$ cat config.mk
export PLATFORM = sky130hd
export DESIGN_NAME = dht22_pulse_width_receiver
export DESIGN_NICKNAME = d
export VERILOG_FILES = /design/src/rtl/core/dpwr_pkg.sv /design/src/rtl/core/dht22_pulse_width_receiver.sv /design/src/rtl/core/dpwr_front.sv /design/src/rtl/core/dpwr_fifo.sv /design/src/rtl/core/dpwr_back.sv
export VERILOG_INCLUDE_DIRS = /design/src /design/src/rtl/core
export SDC_FILE = /design/constraint.sdc
export NUM_CORES = 1
export LEC_CHECK = 0
export ABC_AREA = 0
export BUFFER_PORTS_ARGS = -buffer_cell sky130_fd_sc_hd__buf_2
export CAP_MARGIN = 15
export CORE_ASPECT_RATIO = 0.6
export CORE_UTILIZATION = 40
export CTS_BUF_LIST = sky130_fd_sc_hd__clkbuf_8
export CTS_CLUSTER_SIZE = 28
export DETAILED_ROUTE_END_ITERATION = 10
export GPL_ROUTABILITY_DRIVEN = 0
export GPL_TIMING_DRIVEN = 0
export MAX_ROUTING_LAYER = met4
export PLACE_DENSITY_LB_ADDON = 0.2
export SYNTH_ARGS = -nofsm -noshare
export SYNTH_HDL_FRONTEND = slang
export SYNTH_SLANG_ARGS = --single-unit
export TNS_END_PERCENT = 30
$ cat constraint.sdc
create_clock -name clk_i -period 4.9 [get_ports clk_i]
set_input_delay 0.98 -clock clk_i [delete_from_list [all_inputs] [get_ports clk_i]]
set_output_delay 0.98 -clock clk_i [all_outputs]
set_load 0.005 [all_outputs]
$ cat src/rtl/core/dht22_pulse_width_receiver_macros.svh
// ---------------------------------------------------------------------------
// dht22_pulse_width_receiver_macros: assertion helpers
// Concurrent assertion shorthands for the pulse-width receiver.
// ---------------------------------------------------------------------------
`ifndef DHT22_PULSE_WIDTH_RECEIVER_MACROS_SVH
`define DHT22_PULSE_WIDTH_RECEIVER_MACROS_SVH

// Check a property on the rising clock edge, disabled while reset is active.
`define DPWR_ASSERT(lbl, clk, rstn, prop, msg) \
  lbl: assert property (@(posedge clk) disable iff (!rstn) prop) else $error(msg);

// Check a property on every rising clock edge, reset included.
`define DPWR_ASSERT_ALWAYS(lbl, clk, prop, msg) \
  lbl: assert property (@(posedge clk) prop) else $error(msg);

`endif

$ cat src/rtl/core/dpwr_pkg.sv
// ---------------------------------------------------------------------------
// dpwr_pkg: shared types and constants
// Frame record, configuration bundle and queue status for the receiver.
// ---------------------------------------------------------------------------
package dpwr_pkg;

  // Capture ends once this many phases have closed.
  localparam int unsigned PHASE_LIMIT = 85;
  localparam int unsigned PHASE_W     = 7;
  localparam int unsigned FRAME_BITS  = 40;
  localparam int unsigned TOTAL_W     = 6;
  localparam int unsigned READING_W   = 13;

  localparam logic [PHASE_W-1:0] PHASE_LIMIT_C   = PHASE_W'(PHASE_LIMIT);
  localparam logic [PHASE_W-1:0] FIRST_BIT_PHASE = 7'd4;
  localparam logic [TOTAL_W-1:0] FRAME_BIT_COUNT = TOTAL_W'(FRAME_BITS);

  // Input item kinds
  localparam logic KIND_START = 1'b0;
  localparam logic KIND_TICK  = 1'b1;

  // Configuration register indexes
  localparam int unsigned    CFG_IDX_W         = 2;
  localparam logic [CFG_IDX_W-1:0] CFG_IDX_THRESHOLD = 2'd0;
  localparam logic [CFG_IDX_W-1:0] CFG_IDX_TIMEOUT   = 2'd1;

  localparam logic [7:0] BIT_THRESHOLD_RST = 8'd50;
  localparam logic [7:0] TIMEOUT_COUNT_RST = 8'd255;

  // Value reported for humidity and temperature on a failed reading
  localparam logic signed [READING_W-1:0] READING_FAIL = -13'sd10;

  // Frame queue geometry (depth is a power of two)
  localparam int unsigned FIFO_DEPTH = 2;
  localparam int unsigned FIFO_PTR_W = 1;
  localparam int unsigned FIFO_CNT_W = FIFO_PTR_W + 1;

  typedef struct packed {
    logic [7:0] bit_threshold;
    logic [7:0] timeout_count;
  } cfg_t;

  typedef struct packed {
    logic [FRAME_BITS-1:0] bits;
    logic [TOTAL_W-1:0]    total;
  } frame_t;

  typedef struct packed {
    logic full;
    logic not_empty;
  } fifo_stat_t;

endpackage

$ cat src/rtl/core/dht22_pulse_width_receiver.sv
// ---------------------------------------------------------------------------
// dht22_pulse_width_receiver: single-wire sensor pulse-width decoder
// Throughput: one input item per cycle; input ready drops only while the frame queue is full.
// Result path: a closed frame enters the frame queue, then moves to the output register once that is free.
// Reset: asynchronous, active low; idle, registers at 50 and 255, queue and output empty.
// ---------------------------------------------------------------------------
`include "dht22_pulse_width_receiver_macros.svh"

module dht22_pulse_width_receiver (
  input  logic                        clk_i,
  input  logic                        rst_ni,
  // Configuration write channel
  input  logic                        cfg_valid_i,
  output logic                        cfg_ready_o,
  input  logic [dpwr_pkg::CFG_IDX_W-1:0] cfg_index_i,
  input  logic [7:0]                  cfg_data_i,
  // Sample channel
  input  logic                        in_valid_i,
  output logic                        in_ready_o,
  input  logic                        kind_i,
  input  logic                        line_level_i,
  // Reading channel
  output logic                        out_valid_o,
  input  logic                        out_ready_i,
  output logic                        status_o,
  output logic signed [dpwr_pkg::READING_W-1:0] humidity_tenths_o,
  output logic signed [dpwr_pkg::READING_W-1:0] temperature_tenths_o,
  output logic                        plausible_o,
  output logic [dpwr_pkg::TOTAL_W-1:0] bits_received_o
);
  import dpwr_pkg::*;

  cfg_t       cfg_q, cfg_d;
  fifo_stat_t fifo_stat;
  frame_t     push_frame, head_frame;
  logic       push, pop;

  // Configuration registers: always ready, writes are registered.
  // Indexes beyond the register list are dropped.
  assign cfg_ready_o = 1'b1;

  always_comb begin
    cfg_d = cfg_q;
    if (cfg_valid_i) begin
      unique case (cfg_index_i)
        CFG_IDX_THRESHOLD: cfg_d.bit_threshold = cfg_data_i;
        CFG_IDX_TIMEOUT:   cfg_d.timeout_count = cfg_data_i;
        default:           cfg_d = cfg_q;
      endcase
    end
  end

  always_ff @(posedge clk_i or negedge rst_ni) begin
    if (!rst_ni) begin
      cfg_q.bit_threshold <= BIT_THRESHOLD_RST;
      cfg_q.timeout_count <= TIMEOUT_COUNT_RST;
    end else begin
      cfg_q <= cfg_d;
    end
  end

  // Front: count samples per phase, shift in data bits, close frames on
  // timeout or phase limit, and hand each closed frame to the queue.
  dpwr_front u_front (
    .clk_i        (clk_i),
    .rst_ni       (rst_ni),
    .in_valid_i   (in_valid_i),
    .in_ready_o   (in_ready_o),
    .kind_i       (kind_i),
    .line_level_i (line_level_i),
    .cfg_i        (cfg_q),
    .fifo_stat_i  (fifo_stat),
    .push_o       (push),
    .frame_o      (push_frame)
  );

  // Queue: decouple the sampling side from a stalled reading consumer.
  dpwr_fifo u_fifo (
    .clk_i   (clk_i),
    .rst_ni  (rst_ni),
    .push_i  (push),
    .frame_i (push_frame),
    .pop_i   (pop),
    .stat_o  (fifo_stat),
    .head_o  (head_frame)
  );

  // Back: verify checksum, scale the readings and hold them in the output
  // register until the consumer takes the transfer.
  dpwr_back u_back (
    .clk_i                (clk_i),
    .rst_ni               (rst_ni),
    .fifo_stat_i          (fifo_stat),
    .head_i               (head_frame),
    .pop_o                (pop),
    .out_valid_o          (out_valid_o),
    .out_ready_i          (out_ready_i),
    .status_o             (status_o),
    .humidity_tenths_o    (humidity_tenths_o),
    .temperature_tenths_o (temperature_tenths_o),
    .plausible_o          (plausible_o),
    .bits_received_o      (bits_received_o)
  );

  // Assertions
  `DPWR_ASSERT(a_no_push_when_full, clk_i, rst_ni, push |-> !fifo_stat.full, "frame pushed into full queue")
  `DPWR_ASSERT(a_pop_fills_output, clk_i, rst_ni, pop |=> out_valid_o, "popped frame did not reach output")
  `DPWR_ASSERT(a_ok_has_all_bits, clk_i, rst_ni, (out_valid_o && !status_o) |-> (bits_received_o == FRAME_BIT_COUNT), "accepted reading without full frame")
  `DPWR_ASSERT(a_fail_fallback, clk_i, rst_ni, (out_valid_o && status_o) |-> (humidity_tenths_o == READING_FAIL && !plausible_o), "failed reading not flagged")
  `DPWR_ASSERT_ALWAYS(a_reset_output_idle, clk_i, !rst_ni |-> !out_valid_o, "output valid during reset")

endmodule

$ cat src/rtl/core/dpwr_front.sv
// ---------------------------------------------------------------------------
// dpwr_front: sample classifier
// Counts equal line samples per phase, collects data bits and closes frames.
// ---------------------------------------------------------------------------
module dpwr_front (
  input  logic                clk_i,
  input  logic                rst_ni,
  input  logic                in_valid_i,
  output logic                in_ready_o,
  input  logic                kind_i,
  input  logic                line_level_i,
  input  dpwr_pkg::cfg_t      cfg_i,
  input  dpwr_pkg::fifo_stat_t fifo_stat_i,
  output logic                push_o,
  output dpwr_pkg::frame_t    frame_o
);
  import dpwr_pkg::*;

  logic                  capturing_q, capturing_d;
  logic                  prev_level_q, prev_level_d;
  logic [7:0]            samples_q, samples_d;
  logic [PHASE_W-1:0]    phase_q, phase_d;
  logic [TOTAL_W-1:0]    total_q, total_d;
  logic [FRAME_BITS-1:0] bits_q, bits_d;
  logic                  accept;
  logic [7:0]            samples_inc;
  logic [PHASE_W-1:0]    phase_inc;

  assign in_ready_o  = !fifo_stat_i.full;
  assign accept      = in_valid_i && in_ready_o;
  assign samples_inc = samples_q + 8'd1;
  assign phase_inc   = phase_q + 7'd1;

  always_comb begin
    capturing_d  = capturing_q;
    prev_level_d = prev_level_q;
    samples_d    = samples_q;
    phase_d      = phase_q;
    total_d      = total_q;
    bits_d       = bits_q;
    push_o       = 1'b0;
    if (accept) begin
      if (kind_i == KIND_START) begin
        capturing_d  = 1'b1;
        prev_level_d = 1'b1;
        samples_d    = '0;
        phase_d      = '0;
        total_d      = '0;
        bits_d       = '0;
      end else if (capturing_q) begin
        if (line_level_i == prev_level_q) begin
          samples_d = samples_inc;
          if (samples_inc == cfg_i.timeout_count) begin
            push_o      = 1'b1;
            capturing_d = 1'b0;
          end
        end else begin
          // Boundary sample: close the phase without counting it
          prev_level_d = line_level_i;
          if (phase_q >= FIRST_BIT_PHASE && !phase_q[0] && total_q < FRAME_BIT_COUNT) begin
            bits_d  = {bits_q[FRAME_BITS-2:0], samples_q > cfg_i.bit_threshold};
            total_d = total_q + 6'd1;
          end
          samples_d = '0;
          phase_d   = phase_inc;
          if (phase_inc >= PHASE_LIMIT_C) begin
            push_o      = 1'b1;
            capturing_d = 1'b0;
          end
        end
      end
    end
  end

  assign frame_o.bits  = bits_d;
  assign frame_o.total = total_d;

  always_ff @(posedge clk_i or negedge rst_ni) begin
    if (!rst_ni) begin
      capturing_q  <= 1'b0;
      prev_level_q <= 1'b1;
      samples_q    <= '0;
      phase_q      <= '0;
      total_q      <= '0;
      bits_q       <= '0;
    end else begin
      capturing_q  <= capturing_d;
      prev_level_q <= prev_level_d;
      samples_q    <= samples_d;
      phase_q      <= phase_d;
      total_q      <= total_d;
      bits_q       <= bits_d;
    end
  end

endmodule

$ cat src/rtl/core/dpwr_fifo.sv
// ---------------------------------------------------------------------------
// dpwr_fifo: frame queue
// Short queue of closed frames between the classifier and the decoder.
// ---------------------------------------------------------------------------
module dpwr_fifo (
  input  logic                 clk_i,
  input  logic                 rst_ni,
  input  logic                 push_i,
  input  dpwr_pkg::frame_t     frame_i,
  input  logic                 pop_i,
  output dpwr_pkg::fifo_stat_t stat_o,
  output dpwr_pkg::frame_t     head_o
);
  import dpwr_pkg::*;

  frame_t                mem_q [FIFO_DEPTH];
  logic [FIFO_PTR_W-1:0] wr_ptr_q, rd_ptr_q;
  logic [FIFO_CNT_W-1:0] count_q, count_d;
  logic                  do_push, do_pop;

  assign stat_o.full      = (count_q == FIFO_CNT_W'(FIFO_DEPTH));
  assign stat_o.not_empty = (count_q != '0);
  assign do_push          = push_i && !stat_o.full;
  assign do_pop           = pop_i && stat_o.not_empty;
  assign head_o           = mem_q[rd_ptr_q];

  always_comb begin
    count_d = count_q;
    if (do_push && !do_pop) begin
      count_d = count_q + 2'd1;
    end else if (do_pop && !do_push) begin
      count_d = count_q - 2'd1;
    end
  end

  always_ff @(posedge clk_i) begin
    if (do_push) begin
      mem_q[wr_ptr_q] <= frame_i;
    end
  end

  always_ff @(posedge clk_i or negedge rst_ni) begin
    if (!rst_ni) begin
      wr_ptr_q <= '0;
      rd_ptr_q <= '0;
      count_q  <= '0;
    end else begin
      if (do_push) begin
        wr_ptr_q <= wr_ptr_q + 1'b1;
      end
      if (do_pop) begin
        rd_ptr_q <= rd_ptr_q + 1'b1;
      end
      count_q <= count_d;
    end
  end

endmodule

$ cat src/rtl/core/dpwr_back.sv
// ---------------------------------------------------------------------------
// dpwr_back: frame decoder
// Checks bit count and checksum, scales readings and holds the result.
// ---------------------------------------------------------------------------
module dpwr_back (
  input  logic                        clk_i,
  input  logic                        rst_ni,
  input  dpwr_pkg::fifo_stat_t        fifo_stat_i,
  input  dpwr_pkg::frame_t            head_i,
  output logic                        pop_o,
  output logic                        out_valid_o,
  input  logic                        out_ready_i,
  output logic                        status_o,
  output logic signed [dpwr_pkg::READING_W-1:0] humidity_tenths_o,
  output logic signed [dpwr_pkg::READING_W-1:0] temperature_tenths_o,
  output logic                        plausible_o,
  output logic [dpwr_pkg::TOTAL_W-1:0] bits_received_o
);
  import dpwr_pkg::*;

  function automatic logic [11:0] times_ten(input logic [7:0] v);
    logic [11:0] w;
    w = {4'b0, v};
    return (w << 3) + (w << 1);
  endfunction

  logic [7:0]                  d0, d1, d2, d3, d4;
  logic [9:0]                  byte_sum;
  logic                        ok;
  logic [15:0]                 hum_raw;
  logic [14:0]                 tmp_raw;
  logic [11:0]                 hum_mag, tmp_mag;
  logic signed [READING_W-1:0] hum_s, tmp_pos, tmp_s;
  logic                        plaus;

  logic                        out_valid_q;
  logic                        status_q, plausible_q;
  logic signed [READING_W-1:0] hum_q, tmp_q;
  logic [TOTAL_W-1:0]          total_q;

  assign d0 = head_i.bits[39:32];
  assign d1 = head_i.bits[31:24];
  assign d2 = head_i.bits[23:16];
  assign d3 = head_i.bits[15:8];
  assign d4 = head_i.bits[7:0];

  assign byte_sum = {2'b0, d0} + {2'b0, d1} + {2'b0, d2} + {2'b0, d3};
  assign ok       = (head_i.total >= FRAME_BIT_COUNT) && (d4 == byte_sum[7:0]);
  assign hum_raw  = {d0, d1};
  assign tmp_raw  = {d2[6:0], d3};

  // Over-range raw values fall back to the high byte times ten
  assign hum_mag = (hum_raw > 16'd1000) ? times_ten(d0) : hum_raw[11:0];
  assign tmp_mag = (tmp_raw > 15'd1250) ? times_ten(d2) : tmp_raw[11:0];
  assign tmp_pos = $signed({1'b0, tmp_mag});

  assign hum_s = ok ? $signed({1'b0, hum_mag}) : READING_FAIL;
  assign tmp_s = ok ? (d2[7] ? -tmp_pos : tmp_pos) : READING_FAIL;
  assign plaus = (hum_s > 13'sd0) && (tmp_s > -13'sd400) && (tmp_s < 13'sd1250);

  assign pop_o = fifo_stat_i.not_empty && (!out_valid_q || out_ready_i);

  always_ff @(posedge clk_i) begin
    if (pop_o) begin
      status_q    <= !ok;
      hum_q       <= hum_s;
      tmp_q       <= tmp_s;
      plausible_q <= plaus;
      total_q     <= head_i.total;
    end
  end

  always_ff @(posedge clk_i or negedge rst_ni) begin
    if (!rst_ni) begin
      out_valid_q <= 1'b0;
    end else if (pop_o) begin
      out_valid_q <= 1'b1;
    end else if (out_ready_i) begin
      out_valid_q <= 1'b0;
    end
  end

  assign out_valid_o          = out_valid_q;
  assign status_o             = status_q;
  assign humidity_tenths_o    = hum_q;
  assign temperature_tenths_o = tmp_q;
  assign plausible_o          = plausible_q;
  assign bits_received_o      = total_q;

endmodule
Yosys cells after proc, flatten, opt, wreduce, memory -nomap -nowiden

Memory sizes are Yosys's and may differ from the RTL's.
Index checks and enable logic that the tools add are counted.

Bits in registers: 118
RAM bits: 92
Input port bits: 17
Logic and storage cells: 115
Memories kept: 1

$add $sub $neg: 13
Order comparisons: 10
Eq/ne operators: 7
Multiplexer cells: 41
Reduce and logical (&&, ||, !) cells: 26

Memory list:

| name         | words | bits a word | rd ports | clocked after Yosys merged registers in | write ports | line            | source |
|---|---|---|---|---|---|---|---|
| u_fifo.mem_q | 2     | 46          | 1        | 0                                       | 1           | dpwr_fifo.sv:16 | `frame_t mem_q [FIFO_DEPTH];` |

Operator list:

| cell                 | number |
|---|---|
| $mux 40              | 5 |
| $mux 13              | 3 |
| $mux 6               | 5 |
| $add 11x9->12        | 2 |
| $add 8x8->8          | 3 |
| $mux 12              | 2 |
| $mux 8               | 3 |
| $mux 7               | 3 |
| $mux 1               | 18 |
| $eq 8x8->1           | 2 |
| $gt 16x10->1 const B | 1 |
| $gt 15x11->1 const B | 1 |
| $gt 13x1->1 const B  | 1 |
| $gt 13x10->1 const B | 1 |
| $lt 13x12->1 const B | 1 |
| $neg 12->13          | 1 |
| $logic_and 1x1->1    | 11 |
| $add 8x1->8 const B  | 1 |
| $gt 8x8->1           | 1 |
| $add 7x1->7 const B  | 1 |
| $ge 7x3->1 const B   | 1 |
| $ge 7x7->1 const B   | 1 |
| $add 6x1->6 const B  | 1 |
| $ge 6x6->1 const B   | 1 |
| other kinds (16)     | 27 |

Depth between registers and ports, before layout

Gate-level depths: netlist (run 1).

Word-level depth: 12
Gate-level depth with buffers: 21
Mapped depth without buffers: 17

Hierarchy

From an unflattened synthesis (run 1), not the netlist that was laid out.

Cells, all modules: 828
Area total of the unflattened synthesis: 10866.7 um^2

By module, submodules not included:

| module                     | instances | cells each | area each (um^2) |
|---|---|---|---|
| dpwr_fifo                  | 1         | 162        | 3643.5 |
| dpwr_back                  | 1         | 338        | 3358.2 |
| dpwr_front                 | 1         | 292        | 3229.3 |
| dht22_pulse_width_receiver | 1         | 36         | 635.6 |

Least setup slack after synthesis (run 1)

OpenSTA, ideal clock, no wires.

Kind: register to register
Start point: reg u_fifo.rd_ptr_q
End point: reg u_back.plausible_q (netlist: u_back.plausible_o), data pin
Setup time: 170 ps
Arrival time: 5128 ps
Required time: 4730 ps
Path slack: -398 ps
Cell stages (with the launch flop): 21
Clock period less this slack: 5298 ps
Path through: dfrtp_1 buf_6 buf_4 buf_2 buf_4 buf_1 mux2i_1 fa_1 inv_1 fa_1 ha_1 fa_1 xnor2_1 o211ai_1 o21ai_0 and3_1 nand4_1 nor3_4 inv_1 or4b_1 o32ai_2

Longest elaborated chain between the ends: 10

RTL lines:

| what                               | line            | source |
|---|---|---|
| start: declaration                 | dpwr_fifo.sv:17 | `logic [FIFO_PTR_W-1:0] wr_ptr_q, rd_ptr_q;` |
| start signal: assignment           | dpwr_fifo.sv:52 | `rd_ptr_q <= rd_ptr_q + 1'b1;` |
| $mem_v2 2x46 (*)                   | n/a             |  |
| $add 8x8->8 (3 in a row)           | dpwr_back.sv:47 | `assign byte_sum = {2'b0, d0} + {2'b0, d1} + {2'b0, d2} + {2'b0, d3};` |
| $eq 8x8->1                         | dpwr_back.sv:48 | `assign ok = (head_i.total >= FRAME_BIT_COUNT) && (d4 == byte_sum[7:0]);` |
| $logic_and 1x1->1 (*)              | dpwr_back.sv:48 |  |
| $mux 13 (*)                        | dpwr_back.sv:57 | `assign hum_s = ok ? $signed({1'b0, hum_mag}) : READING_FAIL;` |
| net u_back.hum_s[12]               | dpwr_back.sv:33 | `logic signed [READING_W-1:0] hum_s, tmp_pos, tmp_s;` |
| $gt 13x1->1 (*)                    | dpwr_back.sv:59 | `assign plaus = (hum_s > 13'sd0) && (tmp_s > -13'sd400) && (tmp_s < 13'sd1250);` |
| $logic_and 1x1->1 (*) (2 in a row) | dpwr_back.sv:59 |  |
| net u_back.plaus                   | dpwr_back.sv:34 | `logic plaus;` |
| end signal: assignment             | dpwr_back.sv:68 | `plausible_q <= plaus;` |
| end: declaration                   | dpwr_back.sv:37 | `logic status_q, plausible_q;` |

The timed path passes the listed nets; every way through them passes the cells marked *.
A chain may end at the register's enable or synchronous reset.

Final worst setup path (run 1)

Start point: reg u_fifo.rd_ptr_q
End point: reg u_back.plausible_q (netlist: u_back.plausible_o), data pin

Longest elaborated chain between the ends: 10

RTL lines:

| what                     | line            | source |
|---|---|---|
| $mem_v2 2x46 (*)         | n/a             |  |
| $add 8x8->8 (3 in a row) | dpwr_back.sv:47 |  |
| $eq 8x8->1               | dpwr_back.sv:48 |  |
| $logic_and 1x1->1        | dpwr_back.sv:48 |  |
| $mux 13 (*)              | dpwr_back.sv:58 | `assign tmp_s = ok ? (d2[7] ? -tmp_pos : tmp_pos) : READING_FAIL;` |
| net u_back.tmp_s[8]      | dpwr_back.sv:33 |  |
| $gt 13x10->1             | dpwr_back.sv:59 |  |
| $logic_and 1x1->1        | dpwr_back.sv:59 |  |
| $logic_and 1x1->1 (*)    | dpwr_back.sv:59 |  |
| net u_back.plaus         | dpwr_back.sv:34 |  |

Marks and branches as above.

==> flow_metrics.tcl, run 1 <==
set metrics [dict create \
    status "finished, final reports clean" \
    area_growth_pct 17.6 \
    dieArea_um2 27200 \
    leakagePower_uw 0.00504 \
    slew_violations 0 \
    power_uw 8630 \
    wl_per_cell_um 19.0 \
    dpl_cell_area_um2 11400 \
    drtIter0Drc 646 \
    synth_xor_area_frac 0.0503 \
    synth_compound_area_frac 0.122 \
    cts_max_level 2 \
    dp_hpwl_um 18500 \
    core_area_um2 25700 \
    die_h_um 128 \
    async_flop_share 0.402 \
    final_cell_count_no_fill 1366 \
    drc 0 \
    synthTopCellsByArea "edfxtp_1, dfrtp_1, ha_1" \
    cts-root-buf "clkbuf_8" \
    grt_usage 0.202 \
    grt-ovfl-total 0 \
    antenna_found_initial 0 \
    min_period_ns 4.88 \
    fin_area_um2 12500 \
    clk_latency_ns 0.53 \
    placed_cells 1286 \
    synth_common_cells "edfxtp_1, dfrtp_1, nand2_1" \
    cts_tree "yes" \
    synth_area_leader_cell "edfxtp_1" \
    synth-adder-area-share 0.0703 \
    num_vias 7390 \
    hold_path.class "in2async" \
    synth-edff-count 125 \
    drive_gt1_frac 0.212 \
    hold_viol 0 \
    synth_top_family_by_area "compound AO/OA/AOI/OAI gates" \
    synthesis.area_um2 10600 \
    portBuffers 52 \
    max-clock-path-buffers 3 \
    syn-instance-count 878 \
    ys_warn_count 0 \
    synth_top_cell_area_share 0.354 \
    cts_num_sinks 209 \
    worst_ep_arrival_time_ns 5.15 \
    nets 1055 \
    setup_viol 0 \
    dr.pass1.iters 5 \
    worstSetupPathType "reg2reg" \
    finalClockSkew_ns 0.0182 \
    fp-row-count 45 \
    power_density_nw_per_um2 691 \
    seq_area_frac_synth 0.553 \
    rsz0062_at_grt "yes" \
    startpoint_type "register" \
    numCtsBuffers 34 \
    die_w_um 212 \
    endpoint_kind "register" \
    grt_max_degree 49 \
    diodes 0 \
    synthDistinctLibCells 74 \
    ys.flop_type "edfxtp_1" \
    fin_crit_sh 0.995 \
    synth_seq_cells 209 \
    vdd_ir_drop_max_mv 0.419 \
    max_freq_mhz 205 \
    tightest_slew_ns 0.970 \
    slew_headroom 0.352 \
    syn_nets 945 \
    grt_pass1_vias 6950 \
    crit_fanout 5 \
    via_per_inst 5.41 \
    synth_area_per_cell_um2 12.1 \
    grt_pass1_wl_um 40300 \
    io_pins 54 \
    muxShareOfSynthArea 0.0622 \
    clk_pin_slew_worst_paths_ns 0.07 \
    drv_cap 0 \
    cp.required_ns 5.17 \
    yosysMostFrequentCell "edfxtp_1" \
    initial_core_util 0.413 \
    totalWireLength_um 25900 \
    final_antenna_net_count 0 \
    synth_simple_gate_area_frac 0.110 \
]
==> per-layer routing <==
metal | vias to the layer above | GRT usage | share of wire
met5 | - | - | 0
met4 | 0 | 0.0453 | 0.013
met3 | 36 | 0.0431 | 0.070
met2 | 245 | 0.239 | 0.37
met1 | 3637 | 0.335 | 0.55
li1 | 3472 | - | -
==> cells in the final DEF, fill, tap and decap left out, types with 22 or more instances in the layout <==
cell,instances
mux2_2,22
nand2_1,67
a21oi_1,30
nor2_1,48
dfrtp_1,72
buf_2,54
xor2_1,25
o21ai_0,53
a22o_1,41
ha_1,33
xnor2_1,35
nand3_1,26
mux2i_1,30
edfxtp_1,125
clkbuf_8,45
inv_1,51
==> area by class of cell <==
| type | count | area [um2] |
|---|---|---|
| buffer | 31 | 229 |
| clock buffer | 44 | 606 |
| clock inverter | 18 | 103 |
| fill | 2288 | 13200 |
| inverter | 44 | 165 |
| multi-input combinational | 593 | 4550 |
| sequential | 209 | 5870 |
| tap | 352 | 440 |
| timing repair buffer | 75 | 520 |
==> power breakdown <==
part	internal, uW	switching (uW)	total (uW)
sequential	2020	84.3	2100
combinational	2120	2830	4960
clock	861	704	1560
==> sequential cells by signal, summed over array words and instances (netlist names), 7 cells and up <==
register,cells
u_fifo.mem_q,92
cfg_q,16
u_back.humidity_tenths_o,13
u_back.temperature_tenths_o,13
u_front.samples_q,8
u_front.bits_q,40
u_front.phase_q,7
==> cells by family (layout without fill, tap and decap cells) <==
family	after synthesis	after routing
and+or+nand+nor	230	230
DFF	209	209
AOI/OAI and AO/OA	189	189
buffers and inverters	76	212
muxes	62	62
xor gates and xnor gates	61	61
adders and majority gates	50	50
other	1	1
==> worst paths after layout <==
check                                                 start                        endpoint  slack, ns  cells past startpoint
worst min-delay path                                 rst_ni  u_back.out_valid_o$_DFFE_PN0P_       0.43                      1
worst max register to register  u_fifo.rd_ptr_q$_DFFE_PN0P_    u_back.plausible_o$_DFFE_PP_       0.02                     22
worst min register to register         cfg_q[9]$_DFFE_PN1P_            cfg_q[9]$_DFFE_PN1P_       0.52                      2
max in group asynchronous                            rst_ni            cfg_q[7]$_DFFE_PN1P_       3.76                      2
min in group clk_i                     cfg_q[9]$_DFFE_PN1P_            cfg_q[9]$_DFFE_PN1P_       0.52                      2
worst max-delay path            u_fifo.rd_ptr_q$_DFFE_PN0P_    u_back.plausible_o$_DFFE_PP_       0.02                     22
==> worst max-delay path, cell delays in order (launching register included) <==
cell and delay [ns]:
dfrtp_1 0.41, buf_12 0.16, buf_12 0.14, buf_12 0.12, buf_12 0.13, mux2i_4 0.19
fa_1 0.50, inv_2 0.04, fa_1 0.47, ha_2 0.21, fa_2 0.57, xnor2_2 0.13
o211ai_1 0.14, o21ai_1 0.10, and3_1 0.16, nand4_1 0.14, nor3_4 0.21, buf_6 0.15
buf_12 0.10, nand3_4 0.08, nand2b_4 0.16, a41oi_2 0.19, o32ai_2 0.11
==> metrics by stage <==
stage / util / setup WS [ns] / hold slack [ns] / setup TNS, ns
after floorplan: - / 0.000664 / 0.460 / 0
after global placement: 0.441 / -1.31 / 0.479 / -80.86
after detailed placement: 0.445 / -1.22 / 0.499 / -21.21
after CTS: 0.484 / -0.185 / 0.439 / -0.253
after global routing: 0.486 / -0.147 / 0.452 / -0.158
final: 0.486 / 0.0243 / 0.430 / 0
==> repair_timing <==
item | in CTS | in global routing
resized for setup | 34 | 13
pin swaps | 10 | 9
buffers inserted | 17 | 2
hold endpoints to repair | 0 | 0
setup endpoints to repair | 27 | 14
hold buffers | 0 | 0
Power figures use the tool's default switching activity.
==> inputs of run 2 (changes only) <==
==> constraint.sdc (replaced) <==
create_clock -name clk_i -period 6.1 [get_ports clk_i]
set_input_delay 1.22 -clock clk_i [delete_from_list [all_inputs] [get_ports clk_i]]
set_output_delay 1.22 -clock clk_i [all_outputs]
set_load 0.005 [all_outputs]
==> flow_metrics.tcl, run 2 (same netlist as run 1, synthesis figures left out) <==
set metrics [dict create \
    status "finished, final reports clean" \
    utilization 0.467 \
    drive_gt1_frac 0.166 \
    setup_viol 0 \
    via_per_inst 5.42 \
    tightest_slew_ns 0.990 \
    slew_violations 0 \
    grt_max_degree 50 \
    diodes 0 \
    max-clock-path-buffers 3 \
    clk_latency_ns 0.59 \
    cp.required_ns 6.52 \
    endpoint_kind "register" \
    final_cell_mix "edfxtp_1, dfrtp_1, nand2_1" \
    drtIter0Drc 856 \
    worst_ep_arrival_time_ns 6.18 \
    die_w_um 212 \
    finalClockSkew_ns 0.0348 \
    crit_fanout 19 \
    cts-root-buf "clkbuf_8" \
    grt_usage 0.203 \
    hold_path.class "reg2reg" \
    regMostFlops "u_fifo.mem_q" \
    pre_cts_ws_ns -0.504 \
    cts_max_level 1 \
    final_common_cell "edfxtp_1" \
    rsz0062_at_grt "no" \
    fin_ws_ns 0.338 \
    slew_headroom 0.321 \
    power_density_nw_per_um2 534 \
    dr.pass1.iters 6 \
    holdPathEnd "u_back.out_valid_o$_DFFE_PN0P_" \
    numCtsBuffers 31 \
    drv_cap 0 \
    placed_cells 1285 \
    reg2reg_to "u_back.plausible_o$_DFFE_PP_" \
    cts_num_sinks 209 \
    drc 0 \
    largest_reg_flops 92 \
    max_freq_mhz 174 \
    multi_input_area_um2 4430 \
    filler_cell_count 2388 \
    min_from "u_back.out_valid_o$_DFFE_PN0P_" \
    startpoint_type "register" \
    num_vias 7268 \
    hold_depth 2 \
    dieArea_um2 27200 \
    regArea_um2 5870 \
    r2r_cells 17 \
    grt_pass1_vias 7009 \
    antenna_found_initial 0 \
    nets 1032 \
    portBuffers 52 \
    fp-row-count 45 \
    reg.largest.list "u_fifo.mem_q: 92 flops, u_front.bits_q: 40 flops, cfg_q: 16 flops" \
    worstSetupPathType "reg2reg" \
    cts_setup_buffers 0 \
    wl_per_cell_um 19.2 \
    min_period_ns 5.76 \
    totalWireLength_um 25800 \
    vdd_ir_drop_max_mv 0.366 \
    leakagePower_uw 0.00485 \
    reg2reg_slack_ns 0.34 \
    area_growth_pct 12.9 \
    die_h_um 128 \
    grt-ovfl-total 0 \
    grt_pass1_wl_um 40800 \
    cts_tree "yes" \
    r2r_start "u_fifo.rd_ptr_q$_DFFE_PN0P_" \
    initial_core_util 0.413 \
    final_cell_count_no_fill 1341 \
    dp_hpwl_um 19100 \
    fin_crit_sh 0.945 \
    core_area_um2 25700 \
    clk_pin_slew_worst_paths_ns 0.07 \
    hold_viol 0 \
    final_antenna_net_count 0 \
    io_pins 54 \
]
## run 2: cell types whose count changed in the layout (fill, tap and decap cells not counted), sizes merged
cell / previous run / this run
buf: 87 / 66
clkbuf: 63 / 57
inv: 55 / 60
bufinv: 1 / 0
clkinv: 5 / 4
clkinvlp: 1 / 0
## run 2: how the worst max path moves through the flow
stage | start | to | slack (ns)
5_1_grt | u_fifo.rd_ptr_q$_DFFE_PN0P_ | u_back.plausible_o$_DFFE_PP_ | 0.02
2_1_floorplan | u_fifo.rd_ptr_q$_DFFE_PN0P_ | u_back.plausible_o$_DFFE_PP_ | 0.80
4_1_cts | u_fifo.rd_ptr_q$_DFFE_PN0P_ | u_back.plausible_o$_DFFE_PP_ | 0.23
3_5_place_dp | u_fifo.rd_ptr_q$_DFFE_PN0P_ | u_back.humidity_tenths_o[6]$_DFFE_PP_ | -0.50
6_report | u_fifo.rd_ptr_q$_DFFE_PN0P_ | u_back.plausible_o$_DFFE_PP_ | 0.34
3_3_place_gp | u_fifo.rd_ptr_q$_DFFE_PN0P_ | u_back.humidity_tenths_o[7]$_DFFE_PP_ | -0.54
## run 2: critical path: stages (launching register included)
cell and delay, ns:
dfrtp_1 0.34, buf_6 0.14, buf_4 0.33, buf_4 0.30, clkbuf_4 0.32, mux2i_1 0.59, fa_1 0.53, fa_1 0.54
inv_1 0.04, ha_1 0.32, a21o_1 0.18, a21oi_1 0.22, xnor2_1 0.15, nand4_1 0.16, nor3_4 0.37, inv_1 0.21
or4b_1 0.57, o32ai_2 0.27
## run 2: what timing repair did
action / in CTS / in global routing
endpoints found under the setup margin: 19 / 3
gates resized for setup: 2 / 2
hold buffers: 0 / 0
## run 2: routing by layer
layer  vias up  share of wire  global-route usage
li1       3410              -                   -
met1      3601           0.55               0.339
met2       227           0.37               0.243
met3        30          0.065              0.0385
met4         0          0.014              0.0377
met5         -              0                   -
## run 2: layout make-up
class                           count  share of cell area
Multi-Input combinational cell    593               0.369
Buffer                             31              0.0136
Clock buffer                       37              0.0425
Sequential cell                   209               0.490
Inverter                           44              0.0138
Timing Repair Buffer               55              0.0276
Tap cell                          352              0.0368
Clock inverter                     20             0.00658
## run 2: where the power goes
part | internal [uW] | switching (uW)
Sequential | 1620 | 64.1
Clock | 546 | 525
Combinational | 1460 | 2180
Total | 3630 | 2770
## run 2: per-stage QoR
step	area [um2]	setup TNS (ns)	total power [uW]	hold WS, ns
2_1_floorplan	10600	0	4460	0.460
3_3_place_gp	11300	-26.04	5310	0.477
3_5_place_dp	11400	-5.45	5330	0.498
4_1_cts	12000	0	6430	0.510
5_1_grt	12000	0	6950	0.533
6_report	12000	0	6410	0.507
